===== src/sffu_pkg.sv =====
// Shared types, codes and constants for the serial frame field unpacker.
package sffu_pkg;

  localparam int WORD_W    = 32;
  localparam int FRAME_W   = 3 * WORD_W;
  localparam int POS_W     = 8;
  localparam int LEN_W     = 7;
  localparam int TYPE_W    = 4;
  localparam int SLOT_IN_W = 4;
  localparam int RAW_W     = 64;
  localparam int CNT_W     = 32;

  localparam int SLOT_CODES          = 1 << SLOT_IN_W;
  localparam int COUNTER_SLOTS_DEF   = 16;
  localparam int QUEUE_DEPTH         = 2;

  localparam logic [POS_W-1:0] POS_MAX = '1;

  // Field type codes
  localparam logic [TYPE_W-1:0] TYPE_BITS     = 4'd1;
  localparam logic [TYPE_W-1:0] TYPE_UNSIGNED = 4'd2;
  localparam logic [TYPE_W-1:0] TYPE_SIGNED   = 4'd3;
  localparam logic [TYPE_W-1:0] TYPE_STREAM   = 4'd6;
  localparam logic [TYPE_W-1:0] TYPE_BOOL     = 4'd7;
  localparam logic [TYPE_W-1:0] TYPE_COUNTER  = 4'd8;

  typedef enum logic [1:0] {
    ST_OK       = 2'd0,
    ST_BAD_TYPE = 2'd1,
    ST_BAD_LEN  = 2'd2
  } status_t;

  // What the back end does with a field beyond extraction
  typedef enum logic [1:0] {
    KIND_PLAIN = 2'd0,
    KIND_FRAC  = 2'd1,
    KIND_COUNT = 2'd2
  } kind_t;

  typedef struct packed {
    logic [FRAME_W-1:0]   frame;
    logic [POS_W-1:0]     pos;
    logic [LEN_W-1:0]     len;
    kind_t                kind;
    status_t              status;
    logic [SLOT_IN_W-1:0] slot;   // already folded into the slot range
  } item_t;

  // Slot code -> slot index, i.e. code modulo n, built at elaboration.
  function automatic logic [SLOT_CODES*SLOT_IN_W-1:0] slot_map(int n);
    logic [SLOT_CODES*SLOT_IN_W-1:0] map;
    int v;
    map = '0;
    for (int i = 0; i < SLOT_CODES; i++) begin
      v = i;
      for (int k = 0; k < SLOT_CODES; k++) begin
        if (v >= n) begin
          v = v - n;
        end
      end
      map[i*SLOT_IN_W +: SLOT_IN_W] = SLOT_IN_W'(v);
    end
    return map;
  endfunction

endpackage


===== src/serial_frame_field_unpacker_unit.sv =====
// Top level of the serial frame field unpacker: front end, queue, back end.
//
//   channel | signals                                   | beat moves when
//   --------+-------------------------------------------+----------------------------
//   in      | in_valid / in_stall, frame_word0..2,      | in_valid && !in_stall
//           | first_field, write_only, field_length,    |
//           | field_type, counter_slot                  |
//   out     | out_valid / out_stall, raw_value,         | out_valid && !out_stall
//           | flag_value, signed_fraction,              |
//           | counter_total, status                     |
//
// One field beat per cycle sustained while out_stall stays low; a read field
// reaches the output through the queue entry, the extraction register and the
// output register. Write-only beats only touch the bit position.
// The counter read-modify-write sits in the last stage, so back-to-back
// beats on the same slot need no forwarding.
// Synchronous reset clears bit position and all counter slots at once;
// there is no clearing pass.
// Output stalls back up through the output and extraction registers into
// the two-entry queue; in_stall rises only when the queue is full.
module serial_frame_field_unpacker_unit #(
  parameter int COUNTER_SLOTS = sffu_pkg::COUNTER_SLOTS_DEF
) (
  input  logic                              clk,
  input  logic                              rst,
  // input channel
  input  logic                              in_valid,
  output logic                              in_stall,
  input  logic [sffu_pkg::WORD_W-1:0]       frame_word0,
  input  logic [sffu_pkg::WORD_W-1:0]       frame_word1,
  input  logic [sffu_pkg::WORD_W-1:0]       frame_word2,
  input  logic                              first_field,
  input  logic                              write_only,
  input  logic [sffu_pkg::LEN_W-1:0]        field_length,
  input  logic [sffu_pkg::TYPE_W-1:0]       field_type,
  input  logic [sffu_pkg::SLOT_IN_W-1:0]    counter_slot,
  // result channel
  output logic                              out_valid,
  input  logic                              out_stall,
  output logic [sffu_pkg::RAW_W-1:0]        raw_value,
  output logic                              flag_value,
  output logic signed [sffu_pkg::CNT_W-1:0] signed_fraction,
  output logic signed [sffu_pkg::CNT_W-1:0] counter_total,
  output logic [1:0]                        status
);

  // front -> queue
  logic            q_push;
  sffu_pkg::item_t q_in_item;
  logic            q_full;

  // queue -> back
  logic            q_valid;
  sffu_pkg::item_t q_out_item;
  logic            q_ready;

  // Position tracking and type/length checks happen at the input beat.
  sffu_front #(
    .COUNTER_SLOTS (COUNTER_SLOTS)
  ) u_front (
    .clk          (clk),
    .rst          (rst),
    .in_valid     (in_valid),
    .in_stall     (in_stall),
    .frame_word0  (frame_word0),
    .frame_word1  (frame_word1),
    .frame_word2  (frame_word2),
    .first_field  (first_field),
    .write_only   (write_only),
    .field_length (field_length),
    .field_type   (field_type),
    .counter_slot (counter_slot),
    .q_push       (q_push),
    .q_item       (q_in_item),
    .q_full       (q_full)
  );

  // Decouples input acceptance from output back-pressure.
  sffu_queue u_queue (
    .clk       (clk),
    .rst       (rst),
    .push      (q_push),
    .push_item (q_in_item),
    .full      (q_full),
    .pop_valid (q_valid),
    .pop_item  (q_out_item),
    .pop_ready (q_ready)
  );

  // Barrel extraction, then fraction and counter unwrap into the output register.
  sffu_back #(
    .COUNTER_SLOTS (COUNTER_SLOTS)
  ) u_back (
    .clk             (clk),
    .rst             (rst),
    .q_valid         (q_valid),
    .q_item          (q_out_item),
    .q_ready         (q_ready),
    .out_valid       (out_valid),
    .out_stall       (out_stall),
    .raw_value       (raw_value),
    .flag_value      (flag_value),
    .signed_fraction (signed_fraction),
    .counter_total   (counter_total),
    .status          (status)
  );

endmodule


===== src/sffu_front.sv =====
// Front end: accepts field beats, tracks bit position, classifies, pushes to the queue.
module sffu_front #(
  parameter int COUNTER_SLOTS = sffu_pkg::COUNTER_SLOTS_DEF
) (
  input  logic                            clk,
  input  logic                            rst,
  input  logic                            in_valid,
  output logic                            in_stall,
  input  logic [sffu_pkg::WORD_W-1:0]     frame_word0,
  input  logic [sffu_pkg::WORD_W-1:0]     frame_word1,
  input  logic [sffu_pkg::WORD_W-1:0]     frame_word2,
  input  logic                            first_field,
  input  logic                            write_only,
  input  logic [sffu_pkg::LEN_W-1:0]      field_length,
  input  logic [sffu_pkg::TYPE_W-1:0]     field_type,
  input  logic [sffu_pkg::SLOT_IN_W-1:0]  counter_slot,
  output logic                            q_push,
  output sffu_pkg::item_t                 q_item,
  input  logic                            q_full
);

  localparam logic [sffu_pkg::SLOT_CODES*sffu_pkg::SLOT_IN_W-1:0] SLOT_MAP =
    sffu_pkg::slot_map(COUNTER_SLOTS);

  logic [sffu_pkg::POS_W-1:0] bit_position;
  logic [sffu_pkg::POS_W-1:0] bit_position_next;
  logic [sffu_pkg::POS_W-1:0] pos_eff;
  logic [sffu_pkg::POS_W:0]   pos_sum;
  logic                       accept;
  sffu_pkg::kind_t            kind;
  sffu_pkg::status_t          status;
  logic                       len_frac_ok;
  logic                       len_cnt_ok;

  assign in_stall = q_full;
  assign accept   = in_valid && !q_full;

  assign pos_eff = first_field ? '0 : bit_position;
  assign pos_sum = {1'b0, pos_eff} + (sffu_pkg::POS_W + 1)'(field_length);

  // write-only beats still honor the first-field restart
  always_comb begin
    bit_position_next = bit_position;
    if (accept) begin
      if (write_only) begin
        bit_position_next = pos_eff;
      end else if (pos_sum[sffu_pkg::POS_W]) begin
        bit_position_next = sffu_pkg::POS_MAX;
      end else begin
        bit_position_next = pos_sum[sffu_pkg::POS_W-1:0];
      end
    end
  end

  always_ff @(posedge clk) begin
    if (rst) begin
      bit_position <= '0;
    end else begin
      bit_position <= bit_position_next;
    end
  end

  assign len_frac_ok = (field_length >= 7'd1) && (field_length <= 7'd32);
  assign len_cnt_ok  = (field_length >= 7'd2) && (field_length <= 7'd32);

  always_comb begin
    kind   = sffu_pkg::KIND_PLAIN;
    status = sffu_pkg::ST_OK;
    unique case (field_type)
      sffu_pkg::TYPE_BITS, sffu_pkg::TYPE_UNSIGNED,
      sffu_pkg::TYPE_STREAM, sffu_pkg::TYPE_BOOL: begin
        kind = sffu_pkg::KIND_PLAIN;
      end
      sffu_pkg::TYPE_SIGNED: begin
        if (len_frac_ok) begin
          kind = sffu_pkg::KIND_FRAC;
        end else begin
          status = sffu_pkg::ST_BAD_LEN;
        end
      end
      sffu_pkg::TYPE_COUNTER: begin
        if (len_cnt_ok) begin
          kind = sffu_pkg::KIND_COUNT;
        end else begin
          status = sffu_pkg::ST_BAD_LEN;
        end
      end
      default: begin
        status = sffu_pkg::ST_BAD_TYPE;
      end
    endcase
  end

  assign q_push        = accept && !write_only;
  assign q_item.frame  = {frame_word2, frame_word1, frame_word0};
  assign q_item.pos    = pos_eff;
  assign q_item.len    = field_length;
  assign q_item.kind   = kind;
  assign q_item.status = status;
  assign q_item.slot   = SLOT_MAP[{counter_slot, 2'b00} +: sffu_pkg::SLOT_IN_W];

  a_wo_hold: assert property (@(posedge clk) disable iff (rst)
    (accept && write_only && !first_field) |=> bit_position == $past(bit_position))
    else $error("write-only beat moved the bit position");

endmodule


===== src/sffu_queue.sv =====
// Short queue of classified field items between front and back end.
module sffu_queue (
  input  logic            clk,
  input  logic            rst,
  input  logic            push,
  input  sffu_pkg::item_t push_item,
  output logic            full,
  output logic            pop_valid,
  output sffu_pkg::item_t pop_item,
  input  logic            pop_ready
);

  localparam int DEPTH = sffu_pkg::QUEUE_DEPTH;
  localparam int PTR_W = (DEPTH > 1) ? $clog2(DEPTH) : 1;
  localparam int CNT_W = $clog2(DEPTH + 1);

  sffu_pkg::item_t    entries [DEPTH];
  logic [PTR_W-1:0]   wr_ptr;
  logic [PTR_W-1:0]   rd_ptr;
  logic [CNT_W-1:0]   count;
  logic               pop;

  assign full      = (count == CNT_W'(DEPTH));
  assign pop_valid = (count != '0);
  assign pop       = pop_valid && pop_ready;
  assign pop_item  = entries[rd_ptr];

  always_ff @(posedge clk) begin
    if (push) begin
      entries[wr_ptr] <= push_item;
    end
  end

  always_ff @(posedge clk) begin
    if (rst) begin
      wr_ptr <= '0;
      rd_ptr <= '0;
      count  <= '0;
    end else begin
      if (push) begin
        wr_ptr <= (wr_ptr == PTR_W'(DEPTH - 1)) ? '0 : wr_ptr + 1'b1;
      end
      if (pop) begin
        rd_ptr <= (rd_ptr == PTR_W'(DEPTH - 1)) ? '0 : rd_ptr + 1'b1;
      end
      if (push && !pop) begin
        count <= count + 1'b1;
      end else if (pop && !push) begin
        count <= count - 1'b1;
      end
    end
  end

  a_cnt_max: assert property (@(posedge clk) disable iff (rst)
    count <= CNT_W'(DEPTH))
    else $error("queue over depth");

  a_cnt_up: assert property (@(posedge clk) disable iff (rst)
    (push && !pop) |=> count == $past(count) + 1'b1)
    else $error("queue count missed a push");

endmodule


===== src/sffu_back.sv =====
// Back end: bit extraction stage, then fraction/counter update into the output register.
module sffu_back #(
  parameter int COUNTER_SLOTS = sffu_pkg::COUNTER_SLOTS_DEF
) (
  input  logic                          clk,
  input  logic                          rst,
  input  logic                          q_valid,
  input  sffu_pkg::item_t               q_item,
  output logic                          q_ready,
  output logic                          out_valid,
  input  logic                          out_stall,
  output logic [sffu_pkg::RAW_W-1:0]    raw_value,
  output logic                          flag_value,
  output logic signed [sffu_pkg::CNT_W-1:0] signed_fraction,
  output logic signed [sffu_pkg::CNT_W-1:0] counter_total,
  output logic [1:0]                    status
);

  localparam int USED_SLOTS = (COUNTER_SLOTS < sffu_pkg::SLOT_CODES) ?
                              COUNTER_SLOTS : sffu_pkg::SLOT_CODES;
  localparam int SLOT_W     = (USED_SLOTS > 1) ? $clog2(USED_SLOTS) : 1;

  // extraction stage
  logic                           e_valid;
  logic [sffu_pkg::RAW_W-1:0]     e_raw;
  logic [sffu_pkg::LEN_W-1:0]     e_len;
  sffu_pkg::kind_t                e_kind;
  sffu_pkg::status_t              e_status;
  logic [SLOT_W-1:0]              e_slot;

  // output register
  logic                           o_valid;
  logic [sffu_pkg::RAW_W-1:0]     o_raw;
  logic                           o_flag;
  logic [sffu_pkg::CNT_W-1:0]     o_frac;
  logic [sffu_pkg::CNT_W-1:0]     o_total;
  sffu_pkg::status_t              o_status;

  logic [sffu_pkg::CNT_W-1:0] counter_last [USED_SLOTS];
  logic [sffu_pkg::CNT_W-1:0] counter_sum  [USED_SLOTS];

  logic o_ready, e_ready, e_load, e_move;

  logic [sffu_pkg::FRAME_W-1:0] shifted;
  logic [sffu_pkg::RAW_W-1:0]   len_mask;
  logic [sffu_pkg::RAW_W-1:0]   x_raw;

  logic [sffu_pkg::CNT_W-1:0] raw32, frac, lmask, v, last, sum, d, nd, q, span, adj;
  logic [sffu_pkg::CNT_W-1:0] new_sum;
  logic [5:0]                 frac_sh;
  logic [4:0]                 sign_idx, q_idx;

  assign o_ready = !o_valid || !out_stall;
  assign e_ready = !e_valid || o_ready;
  assign q_ready = e_ready;
  assign e_load  = q_valid && e_ready;
  assign e_move  = e_valid && o_ready;

  // LSB-first extraction; frame bits past the end read as zero
  assign shifted  = q_item.frame >> q_item.pos[6:0];
  assign len_mask = q_item.len[6] ? '1 : ~({sffu_pkg::RAW_W{1'b1}} << q_item.len[5:0]);
  assign x_raw    = (q_item.pos < 8'd96) ? (shifted[sffu_pkg::RAW_W-1:0] & len_mask) : '0;

  always_ff @(posedge clk) begin
    if (rst) begin
      e_valid <= 1'b0;
    end else if (e_ready) begin
      e_valid <= q_valid;
    end
  end

  always_ff @(posedge clk) begin
    if (e_load) begin
      e_raw    <= x_raw;
      e_len    <= q_item.len;
      e_kind   <= q_item.kind;
      e_status <= q_item.status;
      e_slot   <= q_item.slot[SLOT_W-1:0];
    end
  end

  // Q1.31: left-justify the field (length 1..32 here)
  assign raw32   = e_raw[sffu_pkg::CNT_W-1:0];
  assign frac_sh = 6'd32 - e_len[5:0];
  assign frac    = raw32 << frac_sh[4:0];

  // counter unwrap (length 2..32 here)
  assign lmask    = e_len[5] ? '1 : ~({sffu_pkg::CNT_W{1'b1}} << e_len[4:0]);
  assign sign_idx = e_len[4:0] - 5'd1;
  assign q_idx    = e_len[4:0] - 5'd2;
  assign v        = raw32[sign_idx] ? (raw32 | ~lmask) : raw32;
  assign q        = {{(sffu_pkg::CNT_W-1){1'b0}}, 1'b1} << q_idx;
  assign span     = e_len[5] ? '0 : ({{(sffu_pkg::CNT_W-1){1'b0}}, 1'b1} << e_len[4:0]);
  assign last     = counter_last[e_slot];
  assign sum      = counter_sum[e_slot];
  assign d        = v - last;
  assign nd       = last - v;

  always_comb begin
    priority if (!d[sffu_pkg::CNT_W-1] && (d > q)) begin
      adj = -span;
    end else if (!nd[sffu_pkg::CNT_W-1] && (nd > q)) begin
      adj = span;
    end else begin
      adj = '0;
    end
  end

  assign new_sum = sum + d + adj;

  always_ff @(posedge clk) begin
    if (rst) begin
      for (int i = 0; i < USED_SLOTS; i++) begin
        counter_last[i] <= '0;
        counter_sum[i]  <= '0;
      end
    end else if (e_move && (e_kind == sffu_pkg::KIND_COUNT)) begin
      counter_last[e_slot] <= v;
      counter_sum[e_slot]  <= new_sum;
    end
  end

  always_ff @(posedge clk) begin
    if (rst) begin
      o_valid <= 1'b0;
    end else begin
      o_valid <= e_move || (o_valid && out_stall);
    end
  end

  always_ff @(posedge clk) begin
    if (e_move) begin
      o_raw    <= e_raw;
      o_flag   <= |e_raw;
      o_frac   <= (e_kind == sffu_pkg::KIND_FRAC)  ? frac    : '0;
      o_total  <= (e_kind == sffu_pkg::KIND_COUNT) ? new_sum : '0;
      o_status <= e_status;
    end
  end

  assign out_valid       = o_valid;
  assign raw_value       = o_raw;
  assign flag_value      = o_flag;
  assign signed_fraction = o_frac;
  assign counter_total   = o_total;
  assign status          = o_status;

  a_bad_zero: assert property (@(posedge clk) disable iff (rst)
    (o_valid && (o_status != sffu_pkg::ST_OK)) |-> (o_frac == '0 && o_total == '0))
    else $error("flagged beat carries fraction or total");

endmodule

===== config.mk =====
export PLATFORM = sky130hd
export DESIGN_NAME = serial_frame_field_unpacker_unit
export DESIGN_NICKNAME = d
export VERILOG_FILES = /design/src/sffu_pkg.sv /design/src/serial_frame_field_unpacker_unit.sv /design/src/sffu_front.sv /design/src/sffu_queue.sv /design/src/sffu_back.sv
export SDC_FILE = /design/constraint.sdc
export NUM_CORES = 2
export LEC_CHECK = 0
export ABC_CLOCK_PERIOD_IN_PS = 13700
export BUFFER_PORTS_ARGS = -buffer_cell sky130_fd_sc_hd__buf_4
export CORE_UTILIZATION = 57
export CTS_CLUSTER_DIAMETER = 80
export DETAILED_ROUTE_END_ITERATION = 6
export PLACE_DENSITY = 0.8
export SETUP_SLACK_MARGIN = 0.5
export SLEW_MARGIN = 20
export SYNTH_ARGS = -nofsm -noshare
export SYNTH_HDL_FRONTEND = slang
export SYNTH_SLANG_ARGS = --single-unit

===== constraint.sdc =====
create_clock -name clk -period 13.7 [get_ports clk]
set_clock_uncertainty 0.15 [all_clocks]
set_input_delay 1.37 -clock clk [delete_from_list [all_inputs] [get_ports clk]]
set_output_delay 1.37 -clock clk [all_outputs]
set_load 0.02 [all_outputs]

* Word-level counts from Yosys, hierarchy flattened
Memory sizes are Yosys's and may differ from the RTL's. A register that Yosys moved wholly into a read port is not among the register bits.
Cells that the tools add are included.
** Word-level totals
- Memory bits (writable) :: 1262
- Flip-flop bits (word level) :: 223
- Logic and storage cells :: 128
- Bits of input ports :: 117
- Output and inout bits :: 133
- Memories :: 3
** Operators by class
- Reduce and logical (&&, ||, !) cells :: 30
- Bitwise operators :: 5
- Multiplexer cells :: 38
- Add/subtract/negate cells :: 13
- Equal/unequal tests :: 9
- $lt $le $gt $ge :: 7
- Shift-type cells :: 7
** Memory list
- u_back.counter_last :: words 16, width 32, rd ports 1, clocked after memory_dff 1, write ports 16, RTL line sffu_back.sv:39 : logic [sffu_pkg::CNT_W-1:0] counter_last [USED_SLOTS];
- u_back.counter_sum :: words 16, width 32, rd ports 1, clocked after memory_dff 1, write ports 16, RTL line sffu_back.sv:40 : logic [sffu_pkg::CNT_W-1:0] counter_sum [USED_SLOTS];
- u_queue.entries :: words 2, width 119, rd ports 1, clocked after memory_dff 1, write ports 1, RTL line sffu_queue.sv:17 : sffu_pkg::item_t entries [DEPTH];
** Operators with widths (count)
- 32-bit two-way mux :: 7
- 96-bit by 7-bit >> shifter with 64-bit output :: 1
- 32-bit adder :: 2
- 64-bit AND :: 1
- 32-bit > comparator :: 2
- 64-bit two-way mux :: 1
- 32-bit inverter :: 2
- 64-bit inverter :: 1
- 32-bit OR reduction :: 2
- 64-bit OR reduction :: 1
- 64-bit by 7-bit variable part select with 4-bit output (first input constant) :: 1
- 1-bit by 5-bit << shifter with 32-bit output (first input constant) :: 2
- 64-bit by 6-bit << shifter with 64-bit output (first input constant) :: 1
- 32-bit subtractor :: 2
- 32-bit negator :: 1
- 32-bit bitwise OR :: 1
- 32-bit by 5-bit << shifter with 32-bit output :: 1
- 32-bit by 5-bit << shifter with 32-bit output (first input constant) :: 1
- 8-bit two-way mux :: 3
- 4-bit two-way mux :: 4
- 1-bit two-way mux :: 15
- 1-bit logical AND :: 12
- 2-bit two-way mux :: 5
- 8-bit by 7-bit adder with 9-bit output :: 1
- 24 further kinds :: 39

* Depth between registers and ports, before layout
- Depth after elaboration :: 13
- Gate-level depth with buffers :: 59
- Depth with buffers taken out :: 49

* Modules after synthesis
A second synthesis with hierarchy kept.
** Second synthesis, totals
- Cells, all modules :: 6064
- Area total of the unflattened synthesis :: 77745.8 µm²
** Modules (own cells, without submodules)
- sffu_back :: seq. area each 37145.6 µm², area an instance 67243.2 µm², cells each 5453, instances 1
- sffu_queue :: seq. area each 7247.0 µm², area an instance 8834.7 µm², cells each 392, instances 1
- sffu_front :: seq. area each 160.2 µm², area an instance 1667.8 µm², cells each 219, instances 1

* Worst setup path before layout
No wires, ideal clock.
- Path type :: register to register
- Start :: reg u_back.e_len[0] (netlist name)
- End :: mem u_back.counter_sum[3][31] (netlist name), data pin
- Period minus slack after synthesis :: 13.104 ns
- Library setup time :: 0.267 ns
- Data arrival time :: 12.686 ns
- Setup slack :: 0.596 ns
- Buffers on the path :: 11
- Required time :: 13.283 ns
- Cell stages (with the launch flop) :: 56
- Cell sequence :: edfxtp_1 -> buf_2 -> inv_1 -> buf_2 -> clkbuf_1 -> ha_1 -> buf_6 -> mux2_1 -> mux4_2 -> and3_4 -> or4_4 -> buf_6 -> a21oi_1 -> clkbuf_1 -> inv_1 -> ha_1 -> clkbuf_1 -> nor2b_1 -> [20 not listed] -> o41ai_1 -> a221o_1 -> fa_1 -> ha_1 -> clkbuf_1 -> nand2_1 -> and3_1 -> a211o_1 -> a211oi_1 -> nor3b_1 -> a31oi_1 -> a211oi_1 -> a31o_2 -> xnor2_1 -> and3_1 -> buf_4 -> buf_6 -> nor3_2
** RTL lines
- start, declared :: RTL line sffu_back.sv:26 : logic [sffu_pkg::LEN_W-1:0] e_len;
- start signal, assigned :: RTL line sffu_back.sv:75 : e_len <= q_item.len;
- end, declared :: RTL line sffu_back.sv:40

==> results.yml <==
clock_tree:
  cts_hold_buf: 0
  clk_path_buf_depth: 3
  cts_tree: "yes"
  clkSlewWorstSetupHoldPaths_ns: 0.06
  h-tree-depth: 4
  cts_buffers: 153
  cts_root_buffer: "clkbuf_16"
  clk_latency_ns: 0.83
  cts_sinks: 1490
yosys:
  synthArstFlopShare_pct: 0
  ys_seq_area_share_pct: 57.87
  synth_cells: 6244
  synth.top_cell.area_share_pct: 57.38
  syn_area_mm2: 0.07699
  synthTopCellsByArea: "edfxtp_1, mux4_2, nor2_1"
  ys.warnings.count: 0
  synth_edf_count: 1471
  ys_seq_elements: 1490
  yosys-top-cells-count: "edfxtp_1, nor2_1, clkbuf_1, a21oi_1, nand2_1"
  synth_most_common_cell: "edfxtp_1"
  ys_types: 85
  yosys.area.top_type: "edfxtp_1"
  yosys_most_used_dff: "edfxtp_1"
  syn_area_per_cell_um2: 12.33
  synth_nets: 6564
setup_path:
  crit_fanout: 19
  start_kind: "flop"
  crit_type: "reg2reg"
  cp.arrival_ns: 13.10
  cp_slowest_cell: "mux4_2"
  worstPathRequired_ns: 14.08
  reg2reg_depth: 46
  max_stage_delay_ns: 0.53
  cp-end-kind: "flop"
grt:
  grt_pass1_vias: 54950
  grt_use_total_pct: 36.56
  antenna_found_initial: 8
  grt_pass1_wl_um: 360800
  globalRoute.totalOverflow: 0
  grt_start_max_net_pins: 97
sta:
  finalSetupTns_ns: 0
  max_freq_ghz: 0.07856
  rsz0062_at_grt: "false"
  finalMaxSlewViolations: 0
  setup_viol: 0
  tightest_slew_ns: 1.190
  final-hold-violation-count: 0
  post-route-period-util_pct: 92.91
  max-slew-margin-rel_pct: 20.67
  fin_crit_ns: 12.73
  setup_slack_ns: 0.9715
finish:
  drive_above_1_share_pct: 16.77
  fin_nets: 6656
  area_growth_pct: 11.69
  num-fill-cells: 9630
  layoutNonFillerInstCount: 8235
detailed_routing:
  first_iter_violations: 8046
  postRouteWirelength_um: 251800
  drc: 16
  wire_per_inst_um: 30.58
  ant_nets: 0
  vias_per_cell: 6.797
  drtPass1Iterations: 7
  via_count: 55973
floorplanning:
  design.core.area_mm2: 0.1338
  die_h_um: 369.5
  start_util_pct: 57.54
  num_rows: 134
  die_w_um: 369.5
  dieArea_mm2: 0.1365
  io_pins: 250
status:
  status: "finished, violations left"
  violations: "DRC"
placed_design:
  place_congestion: 1.066
  io_buffers: 249
  dp_cells: 7944
  place_ws_ns: -0.1032
  detailed_place_hpwl_um: 159900
job:
  cap_violations: 0
hold_path:
  min_path_cells: 0
  hp-class: "reg2reg"
[worst max-delay path, delay by kind of cell (launching register included)]
kind / cells / cell delay [ns]
XOR/XNOR: 2 / 0.57
multiplexers: 2 / 0.92
buffers and inverters: 4 / 0.76
AO/OA/AOI/OAI: 20 / 4.98
adder cells (fa/ha/maj): 6 / 2.15
AND/OR/NAND/NOR: 12 / 2.46
flip-flops: 1 / 0.44
[stage by stage]
stage / cell area [um^2] / utilization, % / hold slack, ns
3_3_place_gp: 80900 / 60.46 / 0.2843
2_1_floorplan: 76990 / - / 0.2503
4_1_cts: 85880 / 64.19 / 0.2982
5_1_grt: 85990 / 64.27 / 0.3215
3_5_place_dp: 80900 / 60.46 / 0.2545
6_report: 85990 / 64.27 / 0.2991
[cell type report]
cell class,instances,area [um^2],share of cell area [%]
antenna,3,7.507,0.008730
clock buffer,196,3990,4.640
clock inverter,87,924.6,1.075
timing repair buffer,416,3206,3.728
tap,1768,2212,2.572
multi-input combinational,4145,30590,35.57
inverter,130,493.0,0.5733
sequential,1490,44570,51.83
[registers in the layout, indices dropped and copies added, names as in the netlist, named ones only]
name                    flops
u_back.e_slot               4
u_queue.rd_ptr              1
u_back.e_status             2
u_back.counter_last       512
u_back.raw_value           64
u_back.out_valid            1
u_back.counter_total       32
u_queue.wr_ptr              1
u_back.e_valid              1
u_back.counter_sum        512
u_front.bit_position        8
u_back.e_len                6
u_queue.count               2
u_back.e_kind               2
u_back.signed_fraction     32
u_queue.entries           238
u_back.status               2
u_back.e_raw               64
u_back.flag_value           1
[timing repair]
| action | 4_1_cts | 5_1_grt |
|---|---|---|
| pin swaps | 0 | 2 |
| resized for setup | 9 | 16 |
| setup endpoints to repair | 52 | 258 |
| cloned | 0 | 1 |
| setup buffers | 3 | 1 |
[worst paths after layout]
path | startpoint | endpoint | slack (ns)
setup / recovery | u_back.e_len[1] | u_back.counter_sum[11][19] | 0.97
setup reg to reg | u_back.e_len[1] | u_back.counter_sum[11][19] | 0.97
hold / removal | u_back.e_status[0] | u_back.status[0] | 0.30
hold reg to reg | u_back.e_status[0] | u_back.status[0] | 0.30
[logic make-up after synthesis]
logic type,after synthesis,share of synthesized area (%)
AO/OA/AOI/OAI,1006,8.103
AND/OR/NAND/NOR,2131,11.75
XOR/XNOR,113,1.310
adder cells (fa/ha/maj),203,3.631
flip-flops,1490,57.87
buffers and inverters,610,3.042
multiplexers,691,14.30
[layout by cell type, fill, tap and decap left out, types with 34 or more instances in the layout]
cell type,n
nor3_1,63
a21o_1,79
edfxtp_1,1471
nand2_1,347
clkinv_1,39
o21ai_0,177
xor2_1,37
a21oi_1,381
clkbuf_1,43
inv_1,125
clkbuf_16,153
mux4_2,323
nor2_1,1311
mux2_2,38
nor2b_1,120
mux2i_1,323
buf_4,408
ha_1,168
nand3_1,80
xnor2_1,71
fa_1,34
a211oi_1,145
[routing by layer]
metal | GRT usage, % | wire length, um | vias to the layer above
met4 | 20.72 | 15820 | 4
met2 | 58.45 | 118500 | 4303
met3 | 8.636 | 30580 | 836
met1 | 45.85 | 86900 | 27473
li1 | - | - | 23357
met5 | 0 | 37 | -
Power is left out: the tool's default activity adds up to more than one toggle a clock period on the data nets, which glitch-free logic cannot reach.
